### src/rtl/ascii_setpoint_command_parser_assert.svh
// ----------------------------------------------------------------------------
// Assertion macros for the set-point command parser
// Concurrent checks that compile away when SYNTH is defined.
// ----------------------------------------------------------------------------
`ifndef ASCII_SETPOINT_COMMAND_PARSER_ASSERT_SVH
`define ASCII_SETPOINT_COMMAND_PARSER_ASSERT_SVH

`ifndef SYNTH

// same-cycle implication
`define ASCP_ASSERT_NOW(label, clk, rst, ante, cons, msg) \
  label: assert property (@(posedge clk) disable iff (rst) (ante) |-> (cons)) \
    else $error(msg);

// next-cycle implication
`define ASCP_ASSERT_NEXT(label, clk, rst, ante, cons, msg) \
  label: assert property (@(posedge clk) disable iff (rst) (ante) |=> (cons)) \
    else $error(msg);

`else

`define ASCP_ASSERT_NOW(label, clk, rst, ante, cons, msg)
`define ASCP_ASSERT_NEXT(label, clk, rst, ante, cons, msg)

`endif

`endif

### src/rtl/ascp_pkg.sv
// ----------------------------------------------------------------------------
// Set-point command parser package
// Shared types, character codes and arithmetic constants.
// ----------------------------------------------------------------------------
package ascp_pkg;

  // field widths
  localparam int unsigned BYTE_W = 8;
  localparam int unsigned SEL_W  = 3;
  localparam int unsigned VAL_W  = 7;
  localparam int unsigned OUT_W  = 11;
  localparam int unsigned TGT_W  = 3;

  // pwm top count default
  localparam int unsigned PWM_TOP_DEFAULT = 255;

  // command characters
  localparam logic [BYTE_W-1:0] CH_F    = 8'h46;
  localparam logic [BYTE_W-1:0] CH_A    = 8'h41;
  localparam logic [BYTE_W-1:0] CH_SEP  = 8'h5F;
  localparam logic [BYTE_W-1:0] CH_0    = 8'h30;
  localparam logic [BYTE_W-1:0] CH_1    = 8'h31;
  localparam logic [BYTE_W-1:0] CH_5    = 8'h35;
  localparam logic [BYTE_W-1:0] CH_9    = 8'h39;

  // target codes
  localparam logic [TGT_W-1:0] TGT_FIRST_TEMP = 3'd1;
  localparam logic [TGT_W-1:0] TGT_LAST_TEMP  = 3'd4;
  localparam logic [SEL_W-1:0] SEL_MIN_PWM    = 3'd4;

  // arithmetic: temps scale by 16, pwm is (v*top+50)/100
  localparam int unsigned TEMP_SHIFT   = 4;
  localparam int unsigned ROUND_BIAS   = 50;
  localparam int unsigned TENS_WEIGHT  = 10;
  // divide by 100 as multiply by ceil(2^24/100), exact for numerators below 199728
  localparam int unsigned RECIP_SHIFT  = 24;
  localparam int unsigned RECIP_W      = 18;
  localparam logic [RECIP_W-1:0] RECIP_MULT = 18'd167773;

  // parser states
  typedef enum logic [2:0] {
    ST_IDLE     = 3'd0,
    ST_GOT_F    = 3'd1,
    ST_GOT_A    = 3'd2,
    ST_GOT_TGT  = 3'd3,
    ST_GOT_SEP  = 3'd4,
    ST_GOT_TENS = 3'd5
  } parse_state_t;

  // decoded command from parser to scaler
  typedef struct packed {
    logic [SEL_W-1:0] sel;
    logic             pct;
    logic [VAL_W-1:0] value;
  } ascp_cmd_t;

endpackage

### src/rtl/ascp_parser.sv
// ----------------------------------------------------------------------------
// Set-point command parser state machine
// Walks the F A <target> _ <digit> <digit> sequence one word at a time and
// registers a decoded command on the second digit.
// ----------------------------------------------------------------------------
`include "ascii_setpoint_command_parser_assert.svh"

module ascp_parser (
  input  logic                         clk,
  input  logic                         rst,
  input  logic                         item_valid,
  input  logic [ascp_pkg::BYTE_W-1:0]  rx_byte,
  input  logic                         overrun,
  input  logic                         advance,
  output logic                         cmd_valid,
  output ascp_pkg::ascp_cmd_t          cmd
);

  ascp_pkg::parse_state_t              parse_state, parse_state_next;
  logic [ascp_pkg::TGT_W-1:0]          target_index, target_index_next;
  logic [ascp_pkg::VAL_W-1:0]          digit_accum, digit_accum_next;

  logic                                fire;
  logic                                is_digit;
  logic                                is_target;
  logic [ascp_pkg::BYTE_W-1:0]         byte_off;
  logic [3:0]                          digit;
  logic [ascp_pkg::VAL_W-1:0]          digit_tens;
  logic [ascp_pkg::VAL_W-1:0]          digit_sum;
  logic                                emit;
  ascp_pkg::ascp_cmd_t                 cmd_next;

  // character decode
  assign fire       = item_valid && advance;
  assign byte_off   = rx_byte - ascp_pkg::CH_0;
  assign digit      = byte_off[3:0];
  assign is_digit   = rx_byte inside {[ascp_pkg::CH_0:ascp_pkg::CH_9]};
  assign is_target  = rx_byte inside {[ascp_pkg::CH_1:ascp_pkg::CH_5]};
  assign digit_tens = ascp_pkg::VAL_W'({3'b000, digit} * 7'(ascp_pkg::TENS_WEIGHT));
  assign digit_sum  = digit_accum + ascp_pkg::VAL_W'(digit);

  // next state
  always_comb begin
    parse_state_next  = parse_state;
    target_index_next = target_index;
    digit_accum_next  = digit_accum;
    if (fire) begin
      if (overrun) begin
        parse_state_next = ascp_pkg::ST_IDLE;
      end else begin
        case (parse_state)
          ascp_pkg::ST_IDLE: begin
            parse_state_next = (rx_byte == ascp_pkg::CH_F) ? ascp_pkg::ST_GOT_F
                                                           : ascp_pkg::ST_IDLE;
          end
          ascp_pkg::ST_GOT_F: begin
            parse_state_next = (rx_byte == ascp_pkg::CH_A) ? ascp_pkg::ST_GOT_A
                                                           : ascp_pkg::ST_IDLE;
          end
          ascp_pkg::ST_GOT_A: begin
            if (is_target) begin
              parse_state_next  = ascp_pkg::ST_GOT_TGT;
              target_index_next = byte_off[ascp_pkg::TGT_W-1:0];
              digit_accum_next  = '0;
            end else begin
              parse_state_next = ascp_pkg::ST_IDLE;
            end
          end
          ascp_pkg::ST_GOT_TGT: begin
            parse_state_next = (rx_byte == ascp_pkg::CH_SEP) ? ascp_pkg::ST_GOT_SEP
                                                             : ascp_pkg::ST_IDLE;
          end
          ascp_pkg::ST_GOT_SEP: begin
            if (is_digit) begin
              parse_state_next = ascp_pkg::ST_GOT_TENS;
              digit_accum_next = digit_tens;
            end else begin
              parse_state_next = ascp_pkg::ST_IDLE;
            end
          end
          ascp_pkg::ST_GOT_TENS: begin
            parse_state_next = ascp_pkg::ST_IDLE;
            if (is_digit) begin
              digit_accum_next = digit_sum;
            end
          end
          default: begin
            parse_state_next = ascp_pkg::ST_IDLE;
          end
        endcase
      end
    end
  end

  // command decode on the second digit
  always_comb begin
    emit = fire && !overrun && (parse_state == ascp_pkg::ST_GOT_TENS) && is_digit;
    cmd_next.value = digit_sum;
    if ((target_index >= ascp_pkg::TGT_FIRST_TEMP) &&
        (target_index <= ascp_pkg::TGT_LAST_TEMP)) begin
      cmd_next.sel = ascp_pkg::SEL_W'(target_index - ascp_pkg::TGT_FIRST_TEMP);
      cmd_next.pct = 1'b0;
    end else begin
      cmd_next.sel = ascp_pkg::SEL_MIN_PWM;
      cmd_next.pct = 1'b1;
    end
  end

  // parser state
  always_ff @(posedge clk) begin
    if (rst) begin
      parse_state  <= ascp_pkg::ST_IDLE;
      target_index <= '0;
      digit_accum  <= '0;
    end else begin
      parse_state  <= parse_state_next;
      target_index <= target_index_next;
      digit_accum  <= digit_accum_next;
    end
  end

  // command register
  always_ff @(posedge clk) begin
    if (rst) begin
      cmd_valid <= 1'b0;
    end else if (advance) begin
      cmd_valid <= emit;
    end
  end

  always_ff @(posedge clk) begin
    if (advance) begin
      cmd <= cmd_next;
    end
  end

  // checks
  `ASCP_ASSERT_NEXT(a_emit_only_from_tens, clk, rst,
    fire && (parse_state != ascp_pkg::ST_GOT_TENS), !cmd_valid,
    "command emitted outside the second digit")
  `ASCP_ASSERT_NEXT(a_overrun_to_idle, clk, rst,
    fire && overrun, (parse_state == ascp_pkg::ST_IDLE) && !cmd_valid,
    "overrun did not return parser to idle")
  `ASCP_ASSERT_NOW(a_cmd_kind, clk, rst,
    cmd_valid, cmd.pct == (cmd.sel == ascp_pkg::SEL_MIN_PWM),
    "command scaling kind does not match target")

endmodule

### src/rtl/ascp_scale.sv
// ----------------------------------------------------------------------------
// Set-point value scaler
// Two-stage datapath: forms the numerator, then scales to the register value.
// Temperatures are value times 16, min pwm is (value*top+50)/100.
// ----------------------------------------------------------------------------
`include "ascii_setpoint_command_parser_assert.svh"

module ascp_scale #(
  parameter int unsigned PWM_TOP = ascp_pkg::PWM_TOP_DEFAULT
) (
  input  logic                         clk,
  input  logic                         rst,
  input  logic                         cmd_valid,
  input  ascp_pkg::ascp_cmd_t          cmd,
  output logic                         cmd_ready,
  output logic                         out_valid,
  input  logic                         out_stall,
  output logic [ascp_pkg::SEL_W-1:0]   reg_select,
  output logic [ascp_pkg::OUT_W-1:0]   write_value
);

  localparam int unsigned NUM_MAX = ((1 << ascp_pkg::VAL_W) - 1) * PWM_TOP
                                    + ascp_pkg::ROUND_BIAS;
  localparam int unsigned PCT_W   = $clog2(NUM_MAX + 1);
  localparam int unsigned NUM_W   = (PCT_W > ascp_pkg::OUT_W) ? PCT_W : ascp_pkg::OUT_W;
  localparam int unsigned PROD_W  = ascp_pkg::RECIP_SHIFT + ascp_pkg::OUT_W;

  logic                          out_ready;
  logic                          num_ready;
  logic                          num_valid;
  logic [ascp_pkg::SEL_W-1:0]    num_sel;
  logic                          num_pct;
  logic [NUM_W-1:0]              num;
  logic [NUM_W-1:0]              num_next;
  logic [PROD_W-1:0]             prod;
  logic [ascp_pkg::OUT_W-1:0]    value_next;

  // ready chain
  assign out_ready = !out_valid || !out_stall;
  assign num_ready = !num_valid || out_ready;
  assign cmd_ready = num_ready;

  // numerator
  always_comb begin
    if (cmd.pct) begin
      num_next = NUM_W'(cmd.value) * NUM_W'(PWM_TOP) + NUM_W'(ascp_pkg::ROUND_BIAS);
    end else begin
      num_next = NUM_W'(cmd.value) << ascp_pkg::TEMP_SHIFT;
    end
  end

  always_ff @(posedge clk) begin
    if (rst) begin
      num_valid <= 1'b0;
    end else if (num_ready) begin
      num_valid <= cmd_valid;
    end
  end

  always_ff @(posedge clk) begin
    if (num_ready) begin
      num_sel <= cmd.sel;
      num_pct <= cmd.pct;
      num     <= num_next;
    end
  end

  // divide by 100 through the reciprocal
  assign prod       = PROD_W'(num) * PROD_W'(ascp_pkg::RECIP_MULT);
  assign value_next = num_pct ? prod[ascp_pkg::RECIP_SHIFT +: ascp_pkg::OUT_W]
                              : num[ascp_pkg::OUT_W-1:0];

  // result register
  always_ff @(posedge clk) begin
    if (rst) begin
      out_valid <= 1'b0;
    end else if (out_ready) begin
      out_valid <= num_valid;
    end
  end

  always_ff @(posedge clk) begin
    if (out_ready) begin
      reg_select  <= num_sel;
      write_value <= value_next;
    end
  end

  // checks
  `ASCP_ASSERT_NOW(a_temp_num_aligned, clk, rst,
    num_valid && !num_pct, num[ascp_pkg::TEMP_SHIFT-1:0] == '0,
    "temperature numerator not a multiple of 16")
  `ASCP_ASSERT_NOW(a_temp_out_aligned, clk, rst,
    out_valid && (reg_select != ascp_pkg::SEL_MIN_PWM),
    write_value[ascp_pkg::TEMP_SHIFT-1:0] == '0,
    "temperature value not a multiple of 16")
  `ASCP_ASSERT_NOW(a_pwm_in_range, clk, rst,
    out_valid && (reg_select == ascp_pkg::SEL_MIN_PWM),
    write_value <= ascp_pkg::OUT_W'(PWM_TOP),
    "min pwm value above top count")

endmodule

### src/rtl/ascii_setpoint_command_parser.sv
// ----------------------------------------------------------------------------
// ASCII set-point command parser
// Takes one received word per cycle unless in_stall is high, and recognizes
// F A <1..5> _ <d> <d>. An unexpected word or an overrun returns the parser
// to idle. The second digit yields one register write: targets 1..4 get the
// value times 16, target 5 gets (value*PWM_TOP+50)/100. A new word is taken
// every cycle while in_stall is low; a command's last word passes from the
// input register through the parser command register, the numerator register
// and the result register. Bubbles in the pipeline are squeezed out, so input
// keeps flowing while a result waits on the output, until the registers fill.
// ----------------------------------------------------------------------------
module ascii_setpoint_command_parser #(
  parameter int unsigned PWM_TOP = ascp_pkg::PWM_TOP_DEFAULT
) (
  input  logic                         clk,
  input  logic                         rst,
  input  logic                         in_valid,
  output logic                         in_stall,
  input  logic [ascp_pkg::BYTE_W-1:0]  rx_byte,
  input  logic                         overrun,
  output logic                         out_valid,
  input  logic                         out_stall,
  output logic [ascp_pkg::SEL_W-1:0]   reg_select,
  output logic [ascp_pkg::OUT_W-1:0]   write_value
);

  logic                          word_valid;
  logic [ascp_pkg::BYTE_W-1:0]   word_byte;
  logic                          word_overrun;
  logic                          word_ready;
  logic                          parse_ready;
  logic                          cmd_valid;
  logic                          cmd_ready;
  ascp_pkg::ascp_cmd_t           cmd;

  // ready chain
  assign parse_ready = !cmd_valid || cmd_ready;
  assign word_ready  = !word_valid || parse_ready;
  assign in_stall    = !word_ready;

  // input register
  always_ff @(posedge clk) begin
    if (rst) begin
      word_valid <= 1'b0;
    end else if (word_ready) begin
      word_valid <= in_valid;
    end
  end

  always_ff @(posedge clk) begin
    if (word_ready) begin
      word_byte    <= rx_byte;
      word_overrun <= overrun;
    end
  end

  // sequence parser
  ascp_parser u_parser (
    .clk        (clk),
    .rst        (rst),
    .item_valid (word_valid),
    .rx_byte    (word_byte),
    .overrun    (word_overrun),
    .advance    (parse_ready),
    .cmd_valid  (cmd_valid),
    .cmd        (cmd)
  );

  // value scaling and result register
  ascp_scale #(
    .PWM_TOP (PWM_TOP)
  ) u_scale (
    .clk         (clk),
    .rst         (rst),
    .cmd_valid   (cmd_valid),
    .cmd         (cmd),
    .cmd_ready   (cmd_ready),
    .out_valid   (out_valid),
    .out_stall   (out_stall),
    .reg_select  (reg_select),
    .write_value (write_value)
  );

endmodule

### config.mk
export PLATFORM = sky130hd
export DESIGN_NAME = ascii_setpoint_command_parser
export DESIGN_NICKNAME = d
export VERILOG_FILES = /design/src/rtl/ascp_pkg.sv /design/src/rtl/ascp_parser.sv /design/src/rtl/ascp_scale.sv /design/src/rtl/ascii_setpoint_command_parser.sv
export VERILOG_INCLUDE_DIRS = /design/src /design/src/rtl
export SDC_FILE = /design/constraint.sdc
export NUM_CORES = 1
export LEC_CHECK = 0
export ABC_CLOCK_PERIOD_IN_PS = 7500
export BUFFER_PORTS_ARGS = -buffer_cell sky130_fd_sc_hd__buf_2
export CELL_PAD_IN_SITES_DETAIL_PLACEMENT = 2
export CELL_PAD_IN_SITES_GLOBAL_PLACEMENT = 2
export CORE_MARGIN = 3
export CORE_UTILIZATION = 43
export DETAILED_ROUTE_END_ITERATION = 6
export HOLD_SLACK_MARGIN = 0.12
export PLACE_DENSITY = 0.8
export SYNTH_ARGS = -nofsm -noshare
export SYNTH_HDL_FRONTEND = slang
export SYNTH_SLANG_ARGS = --single-unit
### constraint.sdc
create_clock -name clk -period 7.5 [get_ports clk]
set_clock_uncertainty 0.1 [all_clocks]
set_input_delay 0 -clock clk [delete_from_list [all_inputs] [get_ports clk]]
set_output_delay 0 -clock clk [all_outputs]
set_load 0.01 [all_outputs]
==> flow_summary.yaml <==
status:
  status: "complete, no violations"
setup_path:
  cp_max_fo: 7
  worstSetupStartpointType: "flop"
  slowest_stage: "edfxtp_1"
  r2r_slack_ps: 840
  path_delay_family: "adder cells"
  path_cells: "ha_1, inv_1, fa_1, inv_1, ha_1, fa_1, fa_1, inv_1, fa_1, inv_1, ha_1, a21o_1, a31o_2, a211o_1, o211ai_1, a21boi_0, o21a_1, o31ai_1"
  end_kind: "flop"
  r2r_start: "u_scale.num[6]$_DFFE_PP_"
  worst-setup-path-type: "flop to flop"
  cpPeakStageDelay_ps: 660
  required_ps: 7510
  startpoint: "u_scale.num[6]$_DFFE_PP_"
  crit_arrival_ps: 6670
  timing.critical_path.buf_inv: 4
floorplan:
  rows: 52
  die_h_um: 151
  pin_count: 29
  start_util_pct: 44.1
  die_area_sq_um: 22700
  fp.dieW_um: 151
  core_sq_um: 20400
placed_design:
  dp_slack_ps: 846
  gp_congestion: 0.947
  place_inst: 1146
  place_area_sq_um: 9440
  dp_hpwl_um: 23300
  io_buffers: 28
cts:
  clockRootBuffer: "clkbuf_16"
  clk_latency_ps: 350
  cts_num_sinks: 70
  ctsLongestPathBuffers: 2
  htreeDepth: 3
  clkTransAtPathRegs_ps: 70
  cts_tree: "yes"
  cts-buffers-inserted: 9
layout:
  stdcell_area_sq_um: 9850
  final_common_cell: "inv_1"
  antennaDiodeCount: 0
  area_growth_pct: 9.67
  fin_cells: 1176
  layout_common_cells: "inv_1, ha_1, fa_1"
  drive_above_1_share_pct: 6.95
  nets: 1201
timing:
  final.period_utilization_pct: 88.8
  slew_violations: 0
  max_clock_freq_ghz: 0.150
  hold_violations: 0
  rsz0062_at_grt: "no"
  fin_ws_ps: 842
  fin_tns_setup_ps: 0
  tightest_slew_ps: 858
  maxSlewHeadroom_pct: 42.7
  period_minus_slack_ps: 6660
  setup_viol: 0
drt:
  drc: 0
  wire_per_inst_um: 23.4
  vias: 6413
  drt_iter0_markers: 306
  wl_um: 27600
  drt_first_pass_iters: 4
  ant_nets: 0
  via_per_inst: 5.45
logic_synthesis:
  netlist_area_sq_um: 8980
  syn_inst: 855
  synth.avg_cell_area_sq_um: 10.5
  yosys_warnings: 0
  synthFlopType: "edfxtp_1"
  synthArstFlopShare_pct: 0
  ys_seq_area_share_pct: 21.5
  ys_seq_elements: 70
  synth_edf_count: 53
  syn-num-nets: 1155
  synth.distinct_cells: 56
global_route:
  track_usage_pct: 25.9
  globalRouteOverflowTotal: 0
  antenna_found_initial: 0
  grt_pass1_wl_um: 44000
  grt_pass1_vias: 7766
  grt_max_degree: 26
hold_path:
  hold_path_startpoint: "rx_byte[4]"
  hold_class: "input pin to flop"
run:
  cap_violations: 0
## repair_timing
| action | in CTS | in global routing |
|---|---|---|
| buffers inserted | 0 | 0 |
| resized for setup | 0 | 0 |
| setup endpoints to repair | 0 | 0 |
| endpoints found under the hold margin | 26 | 0 |
| hold buffers | 14 | 0 |
## per-stage QoR
step / hold WS [ps] / utilization, %
after floorplan: -1.13 / -
after global placement: 76.6 / 46.4
after detailed placement: 79.2 / 46.4
after CTS: 256 / 48.4
after global routing: 262 / 48.4
final: 261 / 48.4
## cells in the mapped netlist, types with 12 or more instances
library cell / instances / area, sq um
a21o_1: 16 / 120
ha_1: 170 / 2130
o21ai_0: 14 / 70.1
nor2_1: 27 / 101
inv_1: 209 / 785
dfxtp_1: 17 / 340
nand3_1: 14 / 70.1
nor3_1: 12 / 60.1
a21oi_1: 36 / 180
fa_1: 117 / 2340
nand2_1: 33 / 124
edfxtp_1: 53 / 1590
## sequential cells by signal, indices dropped and copies added (netlist names), 7 cells and up
| register | flops |
|---|---|
| word_byte | 8 |
| u_scale.write_value | 11 |
| u_parser.cmd | 11 |
| u_parser.digit_accum | 7 |
| u_scale.num | 15 |
## path summary, 6_finish.rpt
kind	to	depth (start not counted)
worst max-delay path	u_scale.write_value[1]$_DFFE_PP_	18
worst min-delay path	word_byte[4]$_DFFE_PN_	2
worst max register to register	u_scale.write_value[1]$_DFFE_PP_	18
worst min register to register	u_scale.num_sel[0]$_DFFE_PP_	0
## logic make-up (layout without fill, tap and decap cells)
logic type	count (synthesis)	after routing	share of synthesized area, %
DFF	70	70	21.5
muxes	12	12	1.41
and+or+nand+nor	139	139	8.02
AOI/OAI and AO/OA	111	111	8.44
buffers and inverters	218	269	9.11
adders and majority gates	287	287	49.8
xor gates and xnor gates	18	18	1.76
## layer usage
metal,vias to the layer above,GRT usage [%],share of wire (%)
li1,2934,-,-
met1,3277,30.1,39
met5,-,0,0
met4,0,11.2,4.1
met3,60,4.15,4.3
met2,142,47.2,53
## final cells by class
class	instances	area, sq um
sequential	70	1930
clock buffer	10	229
timing repair buffer	44	295
clock inverter	6	40.0
fill	2089	10500
tap	270	338
inverter	209	785
multi-input combinational	567	6230
Power is not shown: default switching activity piles up to over one toggle a cycle in this logic, so the estimate is an artifact.
